[src/design/sfb_pkg.sv]
// Package for the seam feather blend block: payload structs, register
// indexes, size constants and the controller/datapath command and status types.
// No dependencies.
`default_nettype none

package sfb_pkg;

  // Default width of the column and row counters.
  localparam int unsigned COORD_BITS_DEF = 12;

  // Configuration register geometry.
  localparam int unsigned REG_W     = 12;
  localparam int unsigned CFG_IDX_W = 8;

  localparam logic [CFG_IDX_W-1:0] CFG_REGION_WIDTH  = CFG_IDX_W'(0);
  localparam logic [CFG_IDX_W-1:0] CFG_REGION_HEIGHT = CFG_IDX_W'(1);

  // Pixel channel width and quotient width of the blend divider.
  localparam int unsigned PIX_W   = 8;
  localparam int unsigned QUO_W   = 8;
  localparam int unsigned STEP_W  = $clog2(QUO_W);
  localparam int unsigned LANES   = 4;

  localparam logic [PIX_W-1:0] FULL_WEIGHT = PIX_W'(255);

  typedef struct packed {
    logic [PIX_W-1:0] left_c0;
    logic [PIX_W-1:0] left_c1;
    logic [PIX_W-1:0] left_c2;
    logic [PIX_W-1:0] right_c0;
    logic [PIX_W-1:0] right_c1;
    logic [PIX_W-1:0] right_c2;
  } in_t;

  typedef struct packed {
    logic [PIX_W-1:0] out_c0;
    logic [PIX_W-1:0] out_c1;
    logic [PIX_W-1:0] out_c2;
    logic [PIX_W-1:0] weight;
    logic             row_end;
    logic             region_end;
  } out_t;

  // Controller to datapath.
  typedef struct packed {
    logic capture;  // take the input transaction and advance the counters
    logic load;     // form the numerators and arm the divider
    logic step;     // one restoring division step on all lanes
    logic emit;     // write the result into the output register
  } cmd_t;

  // Datapath to controller.
  typedef struct packed {
    logic last_step;
    logic out_free;
  } status_t;

endpackage

`default_nettype wire

[src/design/sfb_ctrl.sv]
// Controller state machine of the seam feather blend block.
// Depends on sfb_pkg for the command and status structs.
`default_nettype none

module sfb_ctrl
  import sfb_pkg::*;
(
  input  wire logic    clk_i,
  input  wire logic    rst_ni,
  input  wire logic    in_valid_i,
  output logic         in_ready_o,
  input  wire status_t status_i,
  output cmd_t         cmd_o
);

  localparam logic [1:0] ST_IDLE = 2'd0;
  localparam logic [1:0] ST_LOAD = 2'd1;
  localparam logic [1:0] ST_DIV  = 2'd2;
  localparam logic [1:0] ST_EMIT = 2'd3;

  logic [1:0] state_q, state_d;

  always_comb begin
    state_d    = state_q;
    cmd_o      = '0;
    in_ready_o = 1'b0;
    case (state_q)
      ST_IDLE: begin
        in_ready_o = 1'b1;
        if (in_valid_i) begin
          cmd_o.capture = 1'b1;
          state_d       = ST_LOAD;
        end
      end
      ST_LOAD: begin
        cmd_o.load = 1'b1;
        state_d    = ST_DIV;
      end
      ST_DIV: begin
        cmd_o.step = 1'b1;
        if (status_i.last_step) begin
          state_d = ST_EMIT;
        end
      end
      ST_EMIT: begin
        // Wait until the output register is empty or being drained.
        if (status_i.out_free) begin
          cmd_o.emit = 1'b1;
          state_d    = ST_IDLE;
        end
      end
      default: begin
        state_d = ST_IDLE;
      end
    endcase
  end

  always_ff @(posedge clk_i or negedge rst_ni) begin
    if (!rst_ni) begin
      state_q <= ST_IDLE;
    end else begin
      state_q <= state_d;
    end
  end

endmodule

`default_nettype wire

[src/design/sfb_datapath.sv]
// Datapath of the seam feather blend block: position counters, numerator
// forming, four-lane restoring divider and the output register.
// Depends on sfb_pkg; driven by sfb_ctrl through cmd_t.
`default_nettype none

module sfb_datapath
  import sfb_pkg::*;
#(
  parameter int unsigned COORD_BITS = COORD_BITS_DEF
) (
  input  wire logic             clk_i,
  input  wire logic             rst_ni,
  input  wire cmd_t             cmd_i,
  input  wire in_t              in_data_i,
  input  wire logic [REG_W-1:0] width_i,
  input  wire logic [REG_W-1:0] height_i,
  input  wire logic             out_ready_i,
  output status_t               status_o,
  output logic                  out_valid_o,
  output out_t                  out_data_o
);

  localparam int unsigned CB    = COORD_BITS;
  localparam int unsigned NUM_W = COORD_BITS + PIX_W;

  logic [CB-1:0] col_q, row_q;
  logic [CB-1:0] w_eff, h_eff, w_raw, h_raw;
  logic          last_col, last_row;

  in_t           px_q;
  logic [CB-1:0] colsat_q, weff_q;
  logic          lastcol_q, lastrow_q;

  logic [NUM_W-1:0] rem_q [LANES];
  logic [NUM_W-1:0] rem_d [LANES];
  logic [QUO_W-1:0] quo_q [LANES];
  logic [QUO_W-1:0] quo_d [LANES];
  logic [NUM_W-1:0] num   [LANES];
  logic [NUM_W-1:0] dsh_q;
  logic [STEP_W-1:0] step_q;

  logic [PIX_W-1:0] lft [3];
  logic [PIX_W-1:0] rgt [3];
  logic [CB-1:0]    wmc;
  logic             left_zero, right_zero;

  out_t out_q, out_d;
  logic out_valid_q;

  // Register values beyond the counter width are masked; zero acts as one.
  assign w_raw = CB'(width_i);
  assign h_raw = CB'(height_i);
  assign w_eff = (w_raw == '0) ? CB'(1) : w_raw;
  assign h_eff = (h_raw == '0) ? CB'(1) : h_raw;

  assign last_col = (col_q >= w_eff - CB'(1));
  assign last_row = (row_q >= h_eff - CB'(1));

  always_ff @(posedge clk_i or negedge rst_ni) begin
    if (!rst_ni) begin
      col_q <= '0;
      row_q <= '0;
    end else if (cmd_i.capture) begin
      if (last_col) begin
        col_q <= '0;
        row_q <= last_row ? '0 : row_q + CB'(1);
      end else begin
        col_q <= col_q + CB'(1);
      end
    end
  end

  // Captured transaction; the column is clamped to the last column.
  always_ff @(posedge clk_i) begin
    if (cmd_i.capture) begin
      px_q      <= in_data_i;
      weff_q    <= w_eff;
      colsat_q  <= last_col ? (w_eff - CB'(1)) : col_q;
      lastcol_q <= last_col;
      lastrow_q <= last_row;
    end
  end

  assign lft[0] = px_q.left_c0;
  assign lft[1] = px_q.left_c1;
  assign lft[2] = px_q.left_c2;
  assign rgt[0] = px_q.right_c0;
  assign rgt[1] = px_q.right_c1;
  assign rgt[2] = px_q.right_c2;
  assign wmc    = weff_q - colsat_q;

  // Numerators stay below 256 * width, so they fit NUM_W bits.
  always_comb begin
    for (int k = 0; k < 3; k++) begin
      num[k] = NUM_W'(rgt[k]) * NUM_W'(colsat_q) + NUM_W'(lft[k]) * NUM_W'(wmc);
    end
    num[3] = {colsat_q, {PIX_W{1'b0}}} - NUM_W'(colsat_q);
  end

  always_comb begin
    for (int k = 0; k < LANES; k++) begin
      if (rem_q[k] >= dsh_q) begin
        rem_d[k] = rem_q[k] - dsh_q;
        quo_d[k] = {quo_q[k][QUO_W-2:0], 1'b1};
      end else begin
        rem_d[k] = rem_q[k];
        quo_d[k] = {quo_q[k][QUO_W-2:0], 1'b0};
      end
    end
  end

  always_ff @(posedge clk_i) begin
    if (cmd_i.load) begin
      for (int k = 0; k < LANES; k++) begin
        rem_q[k] <= num[k];
        quo_q[k] <= '0;
      end
      dsh_q  <= NUM_W'({weff_q, {(QUO_W-1){1'b0}}});
      step_q <= '0;
    end else if (cmd_i.step) begin
      for (int k = 0; k < LANES; k++) begin
        rem_q[k] <= rem_d[k];
        quo_q[k] <= quo_d[k];
      end
      dsh_q  <= dsh_q >> 1;
      step_q <= step_q + STEP_W'(1);
    end
  end

  assign left_zero  = ((px_q.left_c0 | px_q.left_c1 | px_q.left_c2) == '0);
  assign right_zero = ((px_q.right_c0 | px_q.right_c1 | px_q.right_c2) == '0);

  always_comb begin
    out_d.row_end    = lastcol_q;
    out_d.region_end = lastcol_q & lastrow_q;
    if (left_zero) begin
      out_d.out_c0 = px_q.right_c0;
      out_d.out_c1 = px_q.right_c1;
      out_d.out_c2 = px_q.right_c2;
      out_d.weight = FULL_WEIGHT;
    end else if (right_zero) begin
      out_d.out_c0 = px_q.left_c0;
      out_d.out_c1 = px_q.left_c1;
      out_d.out_c2 = px_q.left_c2;
      out_d.weight = '0;
    end else begin
      out_d.out_c0 = quo_q[0];
      out_d.out_c1 = quo_q[1];
      out_d.out_c2 = quo_q[2];
      out_d.weight = quo_q[3];
    end
  end

  always_ff @(posedge clk_i) begin
    if (cmd_i.emit) begin
      out_q <= out_d;
    end
  end

  always_ff @(posedge clk_i or negedge rst_ni) begin
    if (!rst_ni) begin
      out_valid_q <= 1'b0;
    end else if (cmd_i.emit) begin
      out_valid_q <= 1'b1;
    end else if (out_ready_i) begin
      out_valid_q <= 1'b0;
    end
  end

  assign status_o.last_step = (step_q == STEP_W'(QUO_W - 1));
  assign status_o.out_free  = !out_valid_q || out_ready_i;
  assign out_valid_o        = out_valid_q;
  assign out_data_o         = out_q;

endmodule

`default_nettype wire

[src/design/seam_feather_blend_core.sv]
// Top level of the seam feather blend block: configuration registers and the
// controller/datapath pair. Depends on sfb_pkg, sfb_ctrl and sfb_datapath.
`default_nettype none

// The block blends co-located pixel pairs from two overlapping views. The pairs
// arrive in row-major order over a region_width by region_height overlap. Each
// channel is a linear feather by column between the left and right pixel. The
// right-view weight (0 to 255) comes out with it, together with the row_end and
// region_end flags. A pixel pair whose left side is all zero passes the right
// pixel with weight 255. One whose right side is all zero passes the left pixel
// with weight 0. One transaction is in work at a time. Its steps, in order, are
// the accepting cycle, which captures the pixel pair and steps the counters,
// the load that forms the numerators, eight steps of the four-lane restoring
// divider (one quotient bit per step, all lanes in parallel) and the write of
// the result into the output register. The result is valid at the output in
// the cycle after that write, and the next pixel pair can be accepted from
// then on. A finished result waiting in the output register does not block
// acceptance of the next pixel pair. The write of that next pair does wait
// until the previous result is read or being read. Configuration writes are
// always ready and take effect at once.
// Write them only while no pixel is in work. A configuration write does not
// reset the counters.
module seam_feather_blend_core
  import sfb_pkg::*;
#(
  parameter int unsigned COORD_BITS = COORD_BITS_DEF
) (
  input  wire logic                 clk_i,
  input  wire logic                 rst_ni,
  input  wire logic                 in_valid_i,
  output logic                      in_ready_o,
  input  wire in_t                  in_data_i,
  output logic                      out_valid_o,
  input  wire logic                 out_ready_i,
  output out_t                      out_data_o,
  input  wire logic                 cfg_valid_i,
  output logic                      cfg_ready_o,
  input  wire logic [CFG_IDX_W-1:0] cfg_index_i,
  input  wire logic [REG_W-1:0]     cfg_data_i
);

  logic [REG_W-1:0] width_q, height_q;
  cmd_t             cmd;
  status_t          status;

  assign cfg_ready_o = 1'b1;

  // Writes to an index outside the register list are dropped.
  always_ff @(posedge clk_i or negedge rst_ni) begin
    if (!rst_ni) begin
      width_q  <= REG_W'(1);
      height_q <= REG_W'(1);
    end else if (cfg_valid_i) begin
      if (cfg_index_i == CFG_REGION_WIDTH) begin
        width_q <= cfg_data_i;
      end else if (cfg_index_i == CFG_REGION_HEIGHT) begin
        height_q <= cfg_data_i;
      end
    end
  end

  sfb_ctrl u_ctrl (
    .clk_i      (clk_i),
    .rst_ni     (rst_ni),
    .in_valid_i (in_valid_i),
    .in_ready_o (in_ready_o),
    .status_i   (status),
    .cmd_o      (cmd)
  );

  sfb_datapath #(
    .COORD_BITS (COORD_BITS)
  ) u_datapath (
    .clk_i       (clk_i),
    .rst_ni      (rst_ni),
    .cmd_i       (cmd),
    .in_data_i   (in_data_i),
    .width_i     (width_q),
    .height_i    (height_q),
    .out_ready_i (out_ready_i),
    .status_o    (status),
    .out_valid_o (out_valid_o),
    .out_data_o  (out_data_o)
  );

endmodule

`default_nettype wire

[config.mk]
export PLATFORM = sky130hd
export DESIGN_NAME = seam_feather_blend_core
export DESIGN_NICKNAME = d
export VERILOG_FILES = /design/src/design/sfb_pkg.sv /design/src/design/sfb_ctrl.sv /design/src/design/sfb_datapath.sv /design/src/design/seam_feather_blend_core.sv
export SDC_FILE = /design/constraint.sdc
export NUM_CORES = 2
export LEC_CHECK = 0
export BUFFER_PORTS_ARGS = -buffer_cell sky130_fd_sc_hd__buf_2
export CORE_MARGIN = 1.5
export CORE_UTILIZATION = 35
export DETAILED_ROUTE_END_ITERATION = 10
export MAX_ROUTING_LAYER = met4
export SETUP_SLACK_MARGIN = 0.5
export SYNTH_ARGS = -nofsm -noshare
export SYNTH_HDL_FRONTEND = slang
export SYNTH_SLANG_ARGS = --single-unit
[constraint.sdc]
create_clock -name clk_i -period 10.2 [get_ports clk_i]
set_clock_uncertainty 0.05 [all_clocks]
set_input_delay 1.53 -clock clk_i [delete_from_list [all_inputs] [get_ports clk_i]]
set_output_delay 1.53 -clock clk_i [all_outputs]
set_load 0.02 [all_outputs]
==> Word-level counts from Yosys, hierarchy flattened <==
Memories as Yosys holds them, arrays and structs flattened.
Cells that the tools add are included.
{ "totals": {"ff_bits": 181, "ramBits": 112, "inputBits": 73, "output_inout_bits": 37, "word_cells": 132, "memories": 2} }
{ "classes": {"n_addsub": 14, "mul": 6, "n_lt_le_gt_ge": 6, "eq_ne": 8, "n_mux": 43, "n_bitwise": 14, "reduce_logical": 14} }
{ "memory_table": {"columns": ["name", "words", "width", "rd", "rd_clocked_by_memory_dff", "write_ports", "line_no", "text"], "rows": [
  ["u_datapath.rem_q", 4, 20, 4, 0, 4, "sfb_datapath.sv:34", "logic [NUM_W-1:0] rem_q [LANES];"],
  ["u_datapath.quo_q", 4, 8, 4, 0, 4, "sfb_datapath.sv:36", "logic [QUO_W-1:0] quo_q [LANES];"]
]} }
{ "op_table": {"columns": ["op", "count"], "rows": [
  ["2-to-1 mux 20 bit", 8],
  ["multiplier 8 x 12 -> 20 bit", 6],
  ["greater-or-equal comparator 20 x 19 -> 1 bit", 4],
  ["subtractor 20 x 19 -> 20 bit", 4],
  ["2-to-1 mux 32 bit", 2],
  ["adder 20 bit", 3],
  ["2-to-1 mux 12 bit", 5],
  ["2-to-1 mux 19 bit", 2],
  ["2-to-1 mux 8 bit", 4],
  ["OR 8 bit", 4],
  ["adder 12 x 1 -> 12 bit, second input constant", 2],
  ["greater-or-equal comparator 12 bit", 2],
  ["logical NOT 12 bit", 2],
  ["logical NOT 8 bit", 3],
  ["subtractor 12 x 1 -> 12 bit, second input constant", 2],
  ["subtractor 20 x 12 -> 20 bit", 1],
  ["2-to-1 mux 1 bit", 18],
  ["subtractor 12 bit", 1],
  ["equality test 8 x 1 -> 1 bit, second input constant", 1],
  ["OR 1 bit", 8],
  ["one-hot mux 2 bit (4 select lines)", 1],
  ["2-to-1 mux 2 bit", 3],
  ["inequality test 2 bit, second input constant", 3],
  ["AND reduction 3 bit", 2],
  ["other kinds (11)", 14]
]} }

==> Depth between registers and ports, before layout <==
{ "depth": {"ltp_word": 6, "ltp_mapped": 35, "mapped_depth_nobuf": 34} }

==> By module <==
From an unflattened synthesis, not the netlist that was laid out.
{ "hier_totals": {"hier_cells": 3743, "hier_area_um2": 35856.9} }
{ "by_module_without_submodules": {"columns": ["module", "n_inst", "cells_each", "area_each_um2", "seq_area_each_um2"], "rows": [
  ["sfb_datapath", 1, 3669, 34710.8, 7792.5],
  ["seam_feather_blend_core", 1, 57, 978.4, 603.1],
  ["sfb_ctrl", 1, 17, 167.7, 50.0]
]} }

==> Least setup slack after synthesis <==
OpenSTA, ideal clock, no wires.
{ "synth_timing": {"kind": "register to register", "startpoint": "register u_datapath.colsat_q[1]", "endpoint": "memory u_datapath.rem_q[2][18] (netlist bit) (data pin)", "setup_ns": 0.271, "t_arrival_ns": 7.733, "required_time_ns": 9.879, "path_slack_ns": 2.146, "stages_incl_launch_ff": 33, "path_buffers": 2, "period_less_slack_ns": 8.054, "cell_sequence": "edfxtp_1 -> clkbuf_1 -> inv_1 -> fa_1 -> a21o_1 -> a21oi_1 -> o21bai_1 -> a21oi_1 -> o21ai_1 -> a21o_1 -> a21oi_1 -> xnor2_1 -> buf_2 -> nand2_1 -> fa_1 -> inv_1 -> fa_1 -> fa_1 -> fa_1 -> fa_1 -> inv_1 -> fa_1 -> inv_1 -> ha_1 -> a21o_1 -> a21o_1 -> a21oi_1 -> o21ai_1 -> a311o_1 -> a31o_1 -> a21oi_1 -> xor2_1 -> o221ai_1"} }
{ "synth_rtl": {"columns": ["item", "line_no", "text"], "rows": [
  ["start: declaration", "sfb_datapath.sv:31", "logic [CB-1:0] colsat_q, weff_q;"],
  ["start signal: assignment", "sfb_datapath.sv:78", "colsat_q <= last_col ? (w_eff - CB'(1)) : col_q;"],
  ["end: declaration", "sfb_datapath.sv:34", null]
]} }

==> results.py <==
metrics = {
    "setup_path": {
        "cp_slowest_cell": "fa_1",
        "worstSetupEndpointType": "flop",
        "reg2reg_depth": 32,
        "cp_slowest_stage_delay_ns": 0.56,
        "arrival_ns": 9.25,
        "path_class": "flop to flop",
        "crit_family": "adder cells",
        "required_ns": 10.44,
        "crit_top_cell": "fa_1",
        "startpoint_type": "flop",
        "cp.depth": 32,
        "crit_fanout": 24,
        "critical_path_buf_inv_count": 5,
    },
    "global_routing": {
        "grt_max_degree": 62,
        "antenna_found_initial": 3,
        "grt-ovfl-total": 0,
        "grt_pass1_vias": 26770,
        "grt_pass1_wl_mm": 153.2,
        "grt_use_total": 0.1969,
    },
    "clock_network": {
        "cts_buffers": 37,
        "clk_latency_ns": 0.61,
        "clk_pin_slew_ns": 0.07,
        "ctsHoldBuffers": 0,
        "cts_buffer_depth": 3,
        "post-cts-setup-buffers": 0,
        "postCtsResizedCells": 0,
        "cts_tree": "done",
        "cts-htree-levels": 2,
        "cts-root-buf": "clkbuf_16",
        "clkSinkCount": 293,
    },
    "timing": {
        "setup_viol": 0,
        "fin_crit_sh": 0.8832,
        "finalSetupTns_ns": 0,
        "whs_ns": 0.4052,
        "fmax_mhz": 111.0,
        "hold_viol_final": 0,
        "rsz0062_at_grt": "false",
        "maxSlewViolCount": 0,
        "relSlewSlack": 0.3139,
        "period_minus_slack_ns": 9.009,
        "fin_ws_ns": 1.191,
        "worst_pin_slew_ns": 1.029,
    },
    "placed_design": {
        "place_congestion": 0.9121,
        "dp.cells": 4940,
        "io_buffers": 108,
        "place_worst_setup_slack_ns": 1.215,
        "hpwlAfterDp_mm": 72.18,
    },
    "floorplanning": {
        "start_util": 0.3537,
        "coreArea_um2": 100100,
        "num_rows": 116,
        "fp.dieH_um": 321.1,
        "die_x_um": 321.1,
        "dieArea_um2": 103100,
        "num_io_pins": 110,
    },
    "detailed_routing": {
        "final_antenna_net_count": 0,
        "finalWirelength_mm": 96.53,
        "drc": 0,
        "num_vias": 25900,
        "drt_iter0_markers": 1660,
        "drt-pass1-iter-count": 7,
        "wire_per_inst_um": 19.28,
        "post_drt_via_cell_ratio": 5.171,
    },
    "yosys": {
        "yosysWarnings": 0,
        "syn_inst": 3655,
        "ys_seq_elements": 293,
        "synth_cell_type_count": 82,
        "synth.net_count": 4516,
        "synth_top_area_cell": "fa_1",
        "synth_common_cells": "inv_1 (570), fa_1 (461), nand2_1 (424)",
        "yosysSeqAreaShare": 0.2384,
        "synth.most_common_cell": "inv_1",
        "synth-edff-count": 232,
        "yosys-top-cells-area": "fa_1 (26%), edfxtp_1 (20%), ha_1 (12%), inv_1 (6.0%), and2_1 (4.9%)",
        "synth_area_um2": 35420,
        "yosys.area.top_type_share": 0.2605,
        "async_reset_ff_frac": 0.1741,
        "ys.flop_type": "edfxtp_1",
        "syn_area_per_cell_um2": 9.692,
    },
    "run_status": {
        "status": "finished clean",
    },
    "final_layout": {
        "fin_nets": 4542,
        "final_cells": 5008,
        "syn_to_final_growth_pct": 9.162,
        "drive_gt1_frac": 0.07688,
    },
    "worst_hold_path": {
        "hold_depth": 0,
        "hp-class": "flop to flop",
    },
    "run": {
        "cap_violations": 0,
    },
}
-- cell usage in the layout (no fill, tap or decap), drive strengths merged, types with 13 or more instances in the layout --
| cell | count |
|---|---|
| a211oi | 14 |
| a21o | 60 |
| a21oi | 138 |
| a31oi | 15 |
| and2 | 279 |
| and3 | 13 |
| buf | 151 |
| clkbuf | 45 |
| clkinv | 13 |
| dfrtp | 49 |
| edfxtp | 232 |
| fa | 461 |
| ha | 327 |
| inv | 575 |
| mux2 | 30 |
| mux2i | 46 |
| nand2 | 424 |
| nand2b | 32 |
| nand3 | 37 |
| nand4 | 20 |
| nor2 | 131 |
| nor2b | 64 |
| nor3 | 40 |
| nor4 | 21 |
| o21a | 16 |
| o21ai | 140 |
| o21bai | 15 |
| o31ai | 28 |
| or3 | 18 |
| xnor2 | 106 |
| xor2 | 60 |
-- logic make-up (layout without fill, tap and decap cells) --
kind of cell               after synthesis  in the layout  share of synthesized area
and+or+nand+nor                       1101           1101                     0.1542
other                                    1              4                  0.0001059
buffers and inverters                  735            787                    0.07894
AOI/OAI and AO/OA                      495            495                    0.08873
adders and majority gates              788            788                     0.3760
muxes                                   76             76                    0.02254
DFF                                    293            293                     0.2384
xor gates and xnor gates               166            166                    0.04104
-- layer usage --
layer,vias to the layer above,wire length (um),global-route usage
met1,13200,42410,0.2554
met3,129,5423,0.02758
met2,661,46620,0.3269
li1,11900,-,-
met4,0,2082,0.04361
met5,-,0,-
-- through the flow --
step	instance area [um^2]	utilization
after floorplan	35420	-
after global placement	37460	0.3741
after detailed placement	37460	0.3741
after CTS	38660	0.3860
after global routing	38660	0.3861
final	38670	0.3861
-- sequential cells by signal, summed over array words and instances, names as in the netlist, 12 cells and up --
name,count
u_datapath.rem_q,80
u_datapath.out_data_o,34
u_datapath.quo_q,32
u_datapath.lft,24
u_datapath.px_q,24
u_datapath.dsh_q,19
height_q,12
u_datapath.col_q,12
u_datapath.colsat_q,12
u_datapath.row_q,12
u_datapath.weff_q,12
width_q,12
-- worst reg2reg max path, delay by kind of cell (launching register included) --
family / cells / cell delay [ns]
AOI/OAI and AO/OA: 15 / 3.49
and+or+nand+nor: 1 / 0.17
xor gates and xnor gates: 2 / 0.54
buffers and inverters: 5 / 0.26
DFF: 1 / 0.38
adders and majority gates: 9 / 3.83
-- worst paths after layout --
path                                             to  slack, ns                 start
min reg2reg                u_datapath.out_data_o[1]       0.41  u_datapath.lastcol_q
max in group asynchronous       u_datapath.row_q[0]       8.65                rst_ni
min in group asynchronous                width_q[7]       1.01                rst_ni
min                        u_datapath.out_data_o[1]       0.41  u_datapath.lastcol_q
max reg2reg                 u_datapath.rem_q[2][18]       1.19  u_datapath.weff_q[0]
max                         u_datapath.rem_q[2][18]       1.19  u_datapath.weff_q[0]
-- cell type report --
class                      instances  area, um^2
multi-input combinational       2627       24380
inverter                         571        2145
clock inverter                    20       245.2
sequential                       293        8446
tap                             1298        1624
fill                           10020       61480
antenna                            3       7.507
clock buffer                      45       955.9
timing repair buffer             151       863.3
Power is not shown: default switching activity piles up to over one toggle a cycle in this logic, so the estimate is an artifact.
